===== config.mk =====
export PLATFORM = sky130hd
export DESIGN_NAME = obstacle_guarded_drive_controller_unit
export DESIGN_NICKNAME = d
export VERILOG_FILES = /design/src/rtl/ogdc_pkg.sv /design/src/rtl/ogdc_step.sv /design/src/rtl/obstacle_guarded_drive_controller_unit.sv
export SDC_FILE = /design/constraint.sdc
export NUM_CORES = 1
export LEC_CHECK = 0
export BUFFER_PORTS_ARGS = -buffer_cell sky130_fd_sc_hd__buf_4
export CORE_MARGIN = 5
export CORE_UTILIZATION = 35
export DETAILED_ROUTE_END_ITERATION = 8
export SLEW_MARGIN = 20
export SYNTH_ARGS = -nofsm -noshare
export SYNTH_HDL_FRONTEND = slang
export SYNTH_SLANG_ARGS = --single-unit

===== constraint.sdc =====
create_clock -name clk -period 25.6 [get_ports clk]
set_input_delay 1.28 -clock clk [delete_from_list [all_inputs] [get_ports clk]]
set_output_delay 1.28 -clock clk [all_outputs]
set_load 0.02 [all_outputs]

===== src/rtl/ogdc_pkg.sv =====
// Shared types, codes and helper functions for the obstacle-guarded drive controller.
// No dependencies; every other file of the block imports this package.
`default_nettype none

package ogdc_pkg;

  localparam int unsigned DUTY_MAX   = 8191;
  localparam int unsigned DUTY_W     = 13;
  localparam int unsigned ECHO_W     = 16;
  localparam int unsigned PCT_W      = 7;
  localparam int unsigned CFG_DATA_W = 16;
  localparam int unsigned CFG_IDX_W  = 3;

  typedef enum logic [2:0] {
    FUNC_MEASURE = 3'd0,
    FUNC_DRIVE   = 3'd1,
    FUNC_AUTO    = 3'd2,
    FUNC_MANUAL  = 3'd3,
    FUNC_PAUSE   = 3'd4,
    FUNC_RESUME  = 3'd5
  } func_t;

  typedef enum logic [2:0] {
    CMD_FORWARD  = 3'd0,
    CMD_BACKWARD = 3'd1,
    CMD_LEFT     = 3'd2,
    CMD_RIGHT    = 3'd3,
    CMD_STOP     = 3'd4
  } drive_cmd_t;

  typedef enum logic [2:0] {
    MOTOR_STOP     = 3'd0,
    MOTOR_FORWARD  = 3'd1,
    MOTOR_BACKWARD = 3'd2,
    MOTOR_LEFT     = 3'd3,
    MOTOR_RIGHT    = 3'd4
  } motor_t;

  typedef enum logic [CFG_IDX_W-1:0] {
    CFG_AUTO_TURN_ECHO   = 3'd0,
    CFG_MANUAL_STOP_ECHO = 3'd1,
    CFG_AUTO_SPEED       = 3'd2,
    CFG_FORWARD_SPEED    = 3'd3,
    CFG_REVERSE_SPEED    = 3'd4,
    CFG_SPIN_SPEED       = 3'd5
  } cfg_idx_t;

  localparam logic [3:0] PINS_STOP     = 4'h0;
  localparam logic [3:0] PINS_FORWARD  = 4'h5;
  localparam logic [3:0] PINS_BACKWARD = 4'hA;
  localparam logic [3:0] PINS_LEFT     = 4'h6;
  localparam logic [3:0] PINS_RIGHT    = 4'h9;

  // Controller state carried from one request to the next.
  typedef struct packed {
    logic              mode_auto;
    logic              run_enabled;
    motor_t            drive_state;
    logic [DUTY_W-1:0] duty_now;
  } state_t;

  // Register file contents; speeds are held already converted to duty.
  typedef struct packed {
    logic [ECHO_W-1:0] auto_turn_echo;
    logic [ECHO_W-1:0] manual_stop_echo;
    logic [DUTY_W-1:0] auto_duty;
    logic [DUTY_W-1:0] forward_duty;
    logic [DUTY_W-1:0] reverse_duty;
    logic [DUTY_W-1:0] spin_duty;
  } cfg_t;

  // Percent to duty, pct * 8191 / 100 truncated. The product by 8191 is a
  // shift and subtract; the division is a reciprocal multiply that may come
  // out one too high, fixed by a single compare.
  function automatic logic [DUTY_W-1:0] pct_to_duty(input logic [PCT_W-1:0] pct);
    logic [19:0] prod;
    logic [32:0] recip;
    logic [12:0] q0;
    logic [19:0] back;
    logic [DUTY_W-1:0] res;
    prod  = {pct, 13'b0} - {13'b0, pct};
    recip = {13'b0, prod} * 33'd5243;
    q0    = recip[31:19];
    back  = {1'b0, q0, 6'b0} + {2'b0, q0, 5'b0} + {5'b0, q0, 2'b0};
    if (back > prod) begin
      q0 = q0 - 13'd1;
    end
    if (pct == '0) begin
      res = '0;
    end else if (pct >= 7'd100) begin
      res = DUTY_W'(DUTY_MAX);
    end else begin
      res = q0;
    end
    return res;
  endfunction

  function automatic logic [3:0] bridge_pins_of(input motor_t st);
    logic [3:0] pins;
    unique case (st)
      MOTOR_STOP:     pins = PINS_STOP;
      MOTOR_FORWARD:  pins = PINS_FORWARD;
      MOTOR_BACKWARD: pins = PINS_BACKWARD;
      MOTOR_LEFT:     pins = PINS_LEFT;
      MOTOR_RIGHT:    pins = PINS_RIGHT;
      default:        pins = PINS_STOP;
    endcase
    return pins;
  endfunction

endpackage

`default_nettype wire


===== src/rtl/ogdc_step.sv =====
// Next-state decision of the drive controller for one request.
// Depends on ogdc_pkg for the state, register and code types.
`default_nettype none

module ogdc_step (
  input  ogdc_pkg::state_t    cur,
  input  ogdc_pkg::cfg_t      cfg,
  input  logic [2:0]          func,
  input  logic [2:0]          drive_cmd,
  input  logic [15:0]         echo_us,
  input  logic                no_echo,
  output ogdc_pkg::state_t    nxt,
  output logic                forced_stop
);
  import ogdc_pkg::*;

  logic timeout;
  logic moving;

  assign timeout = no_echo || (echo_us == '0);
  // Only these motions are cut by a lost echo; reversing is left alone.
  assign moving  = (cur.drive_state == MOTOR_FORWARD) || (cur.drive_state == MOTOR_LEFT) ||
                   (cur.drive_state == MOTOR_RIGHT);

  always_comb begin
    nxt         = cur;
    forced_stop = 1'b0;
    unique case (func_t'(func))
      FUNC_MEASURE: begin
        if (timeout) begin
          if (!cur.mode_auto && moving) begin
            nxt.drive_state = MOTOR_STOP;
            nxt.duty_now    = '0;
            forced_stop     = 1'b1;
          end
        end else if (cur.mode_auto) begin
          if (cur.run_enabled) begin
            nxt.drive_state = (echo_us < cfg.auto_turn_echo) ? MOTOR_RIGHT : MOTOR_FORWARD;
            nxt.duty_now    = cfg.auto_duty;
          end
        end else if (echo_us < cfg.manual_stop_echo) begin
          nxt.drive_state = MOTOR_STOP;
          nxt.duty_now    = '0;
          forced_stop     = 1'b1;
        end
      end
      FUNC_DRIVE: begin
        unique case (drive_cmd_t'(drive_cmd))
          CMD_FORWARD: begin
            nxt.drive_state = MOTOR_FORWARD;
            nxt.duty_now    = cfg.forward_duty;
          end
          CMD_BACKWARD: begin
            nxt.drive_state = MOTOR_BACKWARD;
            nxt.duty_now    = cfg.reverse_duty;
          end
          CMD_LEFT: begin
            nxt.drive_state = MOTOR_LEFT;
            nxt.duty_now    = cfg.spin_duty;
          end
          CMD_RIGHT: begin
            nxt.drive_state = MOTOR_RIGHT;
            nxt.duty_now    = cfg.spin_duty;
          end
          CMD_STOP: begin
            nxt.drive_state = MOTOR_STOP;
            nxt.duty_now    = '0;
          end
          default: begin
          end
        endcase
      end
      FUNC_AUTO: begin
        nxt.mode_auto   = 1'b1;
        nxt.run_enabled = 1'b1;
      end
      FUNC_MANUAL: begin
        nxt.mode_auto   = 1'b0;
        nxt.drive_state = MOTOR_STOP;
        nxt.duty_now    = '0;
      end
      FUNC_PAUSE: begin
        nxt.run_enabled = 1'b0;
        nxt.drive_state = MOTOR_STOP;
        nxt.duty_now    = '0;
      end
      FUNC_RESUME: begin
        nxt.run_enabled = 1'b1;
      end
      default: begin
      end
    endcase
  end

endmodule

`default_nettype wire


===== src/rtl/obstacle_guarded_drive_controller_unit.sv =====
// Top level of the obstacle-guarded drive controller: register file, input and
// result registers, controller state. Depends on ogdc_pkg and ogdc_step.
//
//   channel   direction  handshake            payload
//   cfg       in         cfg_we               cfg_index, cfg_wdata
//   s (item)  in         s_tvalid / s_tready  s_tdata, s_tuser
//   m (out)   out        m_tvalid / m_tready  m_tdata
//
// Each request passes through the input register and then the result register;
// one request is taken every cycle when the output side is ready. The decision
// logic sits between the two registers.
// Reset clears the state and the valid flags and sets the register file to its defaults.
// A stalled result holds; the input register fills with at most one more request
// and then s_tready stays low until the result is drained.
`default_nettype none

module obstacle_guarded_drive_controller_unit (
  input  logic        clk,
  input  logic        rst,
  input  logic        cfg_we,
  input  logic [2:0]  cfg_index,
  input  logic [15:0] cfg_wdata,
  input  logic        s_tvalid,
  output logic        s_tready,
  // s_tdata, low bit up: drive_cmd[2:0], echo_us[18:3], no_echo[19], zero pad[23:20]
  input  logic [23:0] s_tdata,
  // s_tuser: func[2:0]
  input  logic [2:0]  s_tuser,
  output logic        m_tvalid,
  input  logic        m_tready,
  // m_tdata, low bit up: motor_state[2:0], bridge_pins[6:3], duty_left[19:7],
  // duty_right[32:20], auto_mode[33], auto_run[34], forced_stop[35], zero pad[39:36]
  output logic [39:0] m_tdata
);
  import ogdc_pkg::*;

  localparam logic [DUTY_W-1:0] AUTO_DUTY_RST    = pct_to_duty(7'd70);
  localparam logic [DUTY_W-1:0] FORWARD_DUTY_RST = pct_to_duty(7'd70);
  localparam logic [DUTY_W-1:0] REVERSE_DUTY_RST = pct_to_duty(7'd60);
  localparam logic [DUTY_W-1:0] SPIN_DUTY_RST    = pct_to_duty(7'd65);

  cfg_t              cfg;
  state_t            state;
  state_t            state_next;
  logic              forced_next;
  logic [DUTY_W-1:0] wdata_duty;

  logic        in_valid;
  logic [2:0]  in_func;
  logic [19:0] in_data;
  logic        advance;

  assign wdata_duty = pct_to_duty(cfg_wdata[PCT_W-1:0]);

  always_ff @(posedge clk) begin
    if (rst) begin
      cfg.auto_turn_echo   <= 16'd1458;
      cfg.manual_stop_echo <= 16'd1050;
      cfg.auto_duty        <= AUTO_DUTY_RST;
      cfg.forward_duty     <= FORWARD_DUTY_RST;
      cfg.reverse_duty     <= REVERSE_DUTY_RST;
      cfg.spin_duty        <= SPIN_DUTY_RST;
    end else if (cfg_we) begin
      unique case (cfg_idx_t'(cfg_index))
        CFG_AUTO_TURN_ECHO:   cfg.auto_turn_echo   <= cfg_wdata;
        CFG_MANUAL_STOP_ECHO: cfg.manual_stop_echo <= cfg_wdata;
        CFG_AUTO_SPEED:       cfg.auto_duty        <= wdata_duty;
        CFG_FORWARD_SPEED:    cfg.forward_duty     <= wdata_duty;
        CFG_REVERSE_SPEED:    cfg.reverse_duty     <= wdata_duty;
        CFG_SPIN_SPEED:       cfg.spin_duty        <= wdata_duty;
        default: begin
        end
      endcase
    end
  end

  // The request in the input register moves on whenever the result register
  // is empty or being drained this cycle.
  assign advance  = !m_tvalid || m_tready;
  assign s_tready = !in_valid || advance;

  always_ff @(posedge clk) begin
    if (rst) begin
      in_valid <= 1'b0;
    end else if (s_tready) begin
      in_valid <= s_tvalid;
    end
  end

  always_ff @(posedge clk) begin
    if (s_tready) begin
      in_func <= s_tuser;
      in_data <= s_tdata[19:0];
    end
  end

  ogdc_step u_step (
    .cur         (state),
    .cfg         (cfg),
    .func        (in_func),
    .drive_cmd   (in_data[2:0]),
    .echo_us     (in_data[18:3]),
    .no_echo     (in_data[19]),
    .nxt         (state_next),
    .forced_stop (forced_next)
  );

  always_ff @(posedge clk) begin
    if (rst) begin
      state.mode_auto   <= 1'b0;
      state.run_enabled <= 1'b0;
      state.drive_state <= MOTOR_STOP;
      state.duty_now    <= '0;
      m_tvalid          <= 1'b0;
    end else if (advance && in_valid) begin
      state    <= state_next;
      m_tvalid <= 1'b1;
    end else if (m_tready) begin
      m_tvalid <= 1'b0;
    end
  end

  always_ff @(posedge clk) begin
    if (advance && in_valid) begin
      m_tdata <= {4'b0, forced_next, state_next.run_enabled, state_next.mode_auto,
                  state_next.duty_now, state_next.duty_now,
                  bridge_pins_of(state_next.drive_state), state_next.drive_state};
    end
  end

endmodule

`default_nettype wire


== Yosys cells after proc, flatten, opt, wreduce, memory -nomap -nowiden ==
Cells that the tools add are included.

* Equality and inequality tests: 21
* Order comparisons: 4
* Multiply operators: 1
* Multiplexer cells: 20
* Add/sub/neg operators: 4
* Reductions and logical operators: 24

{| class="wikitable"
|+ Operators with widths
! cell !! number
|-
| $mux W16 || 5
|-
| $pmux W16 S5 || 1
|-
| $pmux W16 S3 || 1
|-
| $mux W13 || 3
|-
| $lt A16 B16 Y1 || 2
|-
| $mul A20 B13 Y32 const B || 1
|-
| $eq A3 B2 Y1 const B || 9
|-
| $eq A3 B3 Y1 const B || 7
|-
| $add A19 B18 Y20 || 1
|-
| $add A20 B15 Y20 || 1
|-
| $gt A20 B20 Y1 || 1
|-
| $sub A20 B7 Y20 || 1
|-
| $logic_not A16 Y1 || 1
|-
| $pmux W4 S4 || 1
|-
| $eq A3 B1 Y1 const B || 5
|-
| $sub A13 B1 Y13 const B || 1
|-
| $reduce_and A2 Y1 || 6
|-
| $logic_not A3 Y1 || 3
|-
| $ge A7 B7 Y1 const B || 1
|-
| $logic_not A7 Y1 || 1
|-
| $mux W1 || 6
|-
| $logic_or A1 B1 Y1 || 5
|-
| $pmux W1 S2 || 2
|-
| $reduce_or A2 Y1 || 2
|-
| other kinds (4) || 7
|}

* Register bits after elaboration: 163
* Logic and storage cells: 90
* Input bits: 51

== Logic depth before layout (Yosys ltp) ==
* Word-level depth: 9
* Depth in mapped cells: 50

== Cells and area by module ==
From an unflattened synthesis, not the netlist that was laid out.

* Cell total of the unflattened synthesis: 1582
* Area, all modules: 14167.3 um^2

{| class="wikitable"
|+ By module, submodules not included
! module !! cells each !! instances !! sequential area each (um^2) !! area each (um^2)
|-
| obstacle_guarded_drive_controller_unit || 1292 || 1 || 3463.3 || 12120.4
|-
| ogdc_step || 290 || 1 || 0.0 || 2047.0
|}

== Worst setup path before layout ==
OpenSTA, ideal clock, no wires.

* Path type: input to register
* From: in cfg_wdata[0]
* To: reg cfg[32] (netlist name)
* Setup slack: 13640 ps
* Data required time: 25478 ps
* Stages: 41
* Arrival: 11838 ps
* Cells stage by stage: clkbuf_1 > inv_1 > ha_1 > nand2_1 > inv_1 > a211oi_1 > a21o_1 > clkbuf_1 > nor2b_1 > nor2_1 > fa_1 > fa_1 > fa_1 > inv_1 > fa_1 > inv_1 > ha_1 > a21oi_1 > [5 not listed] > ha_1 > fa_1 > nand3_1 > a21boi_0 > o311a_1 > o21ai_0 > nand2b_1 > a21o_1 > a21oi_1 > xnor2_1 > ha_1 > nand3_1 > nand4b_1 > nor2b_1 > o311a_1 > o21ai_1 > or3b_4 > a221o_1

* Cells in the longest elaborated chain, start to end: 8
* Elaborated cells on any way between the ends: 11

{| class="wikitable"
|+ RTL lines
! what !! RTL line !! RTL
|-
| start, declared || obstacle_guarded_drive_controller_unit.sv:22 || <nowiki>input logic [15:0] cfg_wdata,</nowiki>
|-
| $sub A20 B7 Y20 || ogdc_pkg.sv:81 || <nowiki>prod = {pct, 13'b0} - {13'b0, pct};</nowiki>
|-
| $mul A20 B13 Y32 || ogdc_pkg.sv:82 || <nowiki>recip = {13'b0, prod} * 33'd5243;</nowiki>
|-
| $add A19 B18 Y20 || ogdc_pkg.sv:84 || <nowiki>back = {1'b0, q0, 6'b0} + {2'b0, q0, 5'b0} + {5'b0, q0, 2'b0};</nowiki>
|-
| $add A20 B15 Y20 || ogdc_pkg.sv:84 ||
|-
| $gt A20 B20 Y1 || ogdc_pkg.sv:85 || <nowiki>if (back > prod) begin</nowiki>
|-
| $mux W13 || ogdc_pkg.sv:85 ||
|-
| $mux W13 || ogdc_pkg.sv:90 || <nowiki>end else if (pct >= 7'd100) begin</nowiki>
|-
| $mux W13 * || ogdc_pkg.sv:88 || <nowiki>if (pct == '0) begin</nowiki>
|}

Every way passes the cells marked *; elsewhere a longest branch is shown, timed or not.
A chain may end at the register's enable or synchronous reset.

== Worst setup path in the final report ==
* From: in cfg_wdata[0]
* To: reg cfg[17] (netlist name)

* Cells in the longest elaborated chain, start to end: 8
* Elaborated cells on any way between the ends: 11

{| class="wikitable"
|+ RTL lines
! what !! RTL line
|-
| $sub A20 B7 Y20 || ogdc_pkg.sv:81
|-
| $mul A20 B13 Y32 || ogdc_pkg.sv:82
|-
| $add A19 B18 Y20 || ogdc_pkg.sv:84
|-
| $add A20 B15 Y20 || ogdc_pkg.sv:84
|-
| $gt A20 B20 Y1 || ogdc_pkg.sv:85
|-
| $mux W13 || ogdc_pkg.sv:85
|-
| $mux W13 || ogdc_pkg.sv:90
|-
| $mux W13 * || ogdc_pkg.sv:88
|}

Marked as above.

==> summary.txt <==
STA
  • Clock skew: 0.00933 ns
  • Relative slew slack: 0.284
  • Slew Viols, Final: 0
  • Post-route setup TNS: 0 ns
  • Fin crit share: 0.529
  • Slew @ Worst Pin: 1.07 ns
  • Setup Viol. Count Final: 0
  • Final hold violation count: 0
  • Fmax: 73.9 MHz
  • Minimum clock period: 13.53 ns
  • RSZ-0062 raised after global routing: false

Routing
  • Drc violations: 0
  • Via density: 5.07
  • Antenna viol nets, final: 0
  • Vias: 11,225
  • Routed wire length: 34,200 um
  • Met3 WL post-DR: 997 um
  • Initial DRC Count: 506
  • DR top layer: met4
  • Routed len/inst: 15.5 um
  • Wl on met1: 15,800 um
  • Pre-antenna DRT Iters: 5
  • Met2 WL: 16,700 um

Worst setup path
  • Largest stage delay, worst path: 0.57 ns
  • Worst r2r src: in_data[1]
  • Setup CP Type: input port to register
  • FF-to-FF End: m_tdata[3]
  • R2R Setup Slk: 22.31 ns
  • Worst Path Arrival: 13.81 ns
  • CP startpoint kind: input port
  • WP data required: 25.88 ns
  • Cell at the slowest stage of the critical path: nor3b_1
  • Crit end category: register
  • WP buf/inv: 7
  • CP delay by family, top: compound AO/OA/AOI/OAI gates
  • Worst R2R Path Depth: 8
  • Crit-path max FO: 19

Placed design
  • Gp weighted congestion: 0.892
  • Port Buffers: 84
  • Dpl hpwl: 27,700 um

Clock tree
  • Clk root buf: clkbuf_16
  • CTS Buffer Depth: 2
  • Htree depth: 4
  • CTS tree: yes
  • CTS Hold Buffers Added: 0
  • CTS buffer count: 17
  • Clk Latency, worst-skew pair: 0.43 ns
  • Post-CTS setup buffers: 0
  • Post_cts resized: 0
  • Register clock-pin slew on the reported worst setup and hold paths: 0.07 ns
  • Clk sinks: 150

Synth
  • Register bit total from synthesis: 150
  • Post-synth EDFFs: 46
  • Cell variety after synth: 74
  • Post-Syn Instances: 1,639
  • Ys flop type: dfxtp_1
  • Register area share after synthesis: 0.247
  • Synthesized area: 14,000 um2
  • Synth warn: 0
  • Avg Inst Size Synth: 8.57 um2
  • Ys async rst share: 0

Final layout
  • Layout cells sized above 1: 0.0865
  • Final #Nets: 2,005
  • Antenna cell count: 0
  • Most common cell after layout, fill and taps aside: inv_1
  • Commonest cells after routing, fill and taps aside: inv_1, ha_1, nand2_1
  • Layout area overhead: 11.3%

Min path
  • HP Start: cfg[60]
  • Worst min-delay path class: register to register
  • Hold Path End: cfg[60]
  • Hold path cells: 2

Global routing
  • Grt ovf: 0
  • First-pass GRT wire length: 57,100 um
  • Overall routing resource usage: 0.156
  • Initial antenna violation count: 0
  • Vias in the first global route: 11,285
  • Largest net degree at the start of global routing: 70

Outcome
  • Status: complete, no violations

Floorplan
  • Initial Util: 0.354
  • IO Pins: 93
  • Rows: 73
  • Die ar.: 44,200 um2
  • Die X: 210 um
  • Die Y: 210 um
  • Core area: 39,700 um2

Run
  • Reported max-cap violation count: 0
Yosys cell counts, types with 8 or more instances:
cell	number	area, um2
a211oi_1	20	150
a21o_1	32	240
a21oi_1	143	716
a221o_1	14	140
a221oi_1	12	105
a31oi_1	10	62.6
a32o_1	8	80.1
and2_1	15	93.8
and3_1	12	75.1
buf_4	17	128
clkbuf_1	52	195
dfxtp_1	104	2080
edfxtp_1	46	1380
fa_1	89	1780
ha_1	191	2390
inv_1	229	860
mux2i_1	9	90.1
nand2_1	184	691
nand2b_1	11	68.8
nand3_1	43	215
nand4_1	19	119
nor2_1	95	357
nor2b_1	14	87.6
nor3_1	17	85.1
o211ai_1	18	135
o21ai_0	73	365
xnor2_1	34	298
xor2_1	17	149
cell families (layout without fill, tap and decap cells):
logic type	Yosys count	count (layout)	synth area share
AO/OA/AOI/OAI	385	385	0.175
adder cells (fa/ha/maj)	284	284	0.300
XOR/XNOR	53	53	0.0355
buffers and inverters	311	356	0.0893
AND/OR/NAND/NOR	446	446	0.147
multiplexers	9	9	0.00641
flip-flops	150	150	0.247
other	1	4	0.000267
cell type report:
cell class,instances,area [um2]
Clock buffer,17,425
Timing Repair Buffer,91,683
Multi-Input combinational cell,1181,9340
Tap cell,525,657
Clock inverter,15,184
Inverter,233,880
Sequential cell,150,3460
Fill cell,3978,24100
layer usage:
layer  up-vias  global-route usage
met1      5324               0.205
met2       178               0.273
met5         -                   0
met4         0              0.0405
met3        38              0.0183
li1       5685                   -
worst max-delay path by stage:
stage                       startpoint      end  slack [ns]  cells after the start
after detailed placement  cfg_wdata[0]   cfg[2]       11.68                     43
final                     cfg_wdata[0]  cfg[17]       12.07                     44
after global routing      cfg_wdata[0]  cfg[41]       11.05                     43
after global placement    cfg_wdata[0]  cfg[28]       11.85                     43
after floorplan           cfg_wdata[0]  cfg[32]       13.64                     41
after CTS                 cfg_wdata[0]  cfg[17]       12.09                     44
registers in the layout, indices dropped and copies added (netlist names):
register,cells
cfg,84
state,18
in_valid,1
in_data,20
m_tvalid,1
in_func,3
m_tdata,23
stage by stage:
| step | util | worst slack (ns) | area, um2 | hold WS [ns] | std cells |
|---|---|---|---|---|---|
| global route | 0.394 | 11.05 | 15600 | 0.474 | 2212 |
| finish | 0.394 | 12.07 | 15600 | 0.458 | 2212 |
| CTS | 0.394 | 12.09 | 15600 | 0.456 | 2212 |
| detailed placement | 0.378 | 11.68 | 15000 | 0.447 | 2180 |
| global placement | 0.378 | 11.85 | 15000 | 0.443 | 2180 |
| floorplan | - | 13.64 | 14100 | 0.433 | 1642 |
worst min-delay path: stages, from the launching register on:
cell and delay [ns]:
dfxtp_1 0.31, nand2_1 0.05, a21oi_1 0.05
Power is left out: the tool's default activity adds up to more than one toggle a clock period on the data nets, which glitch-free logic cannot reach.
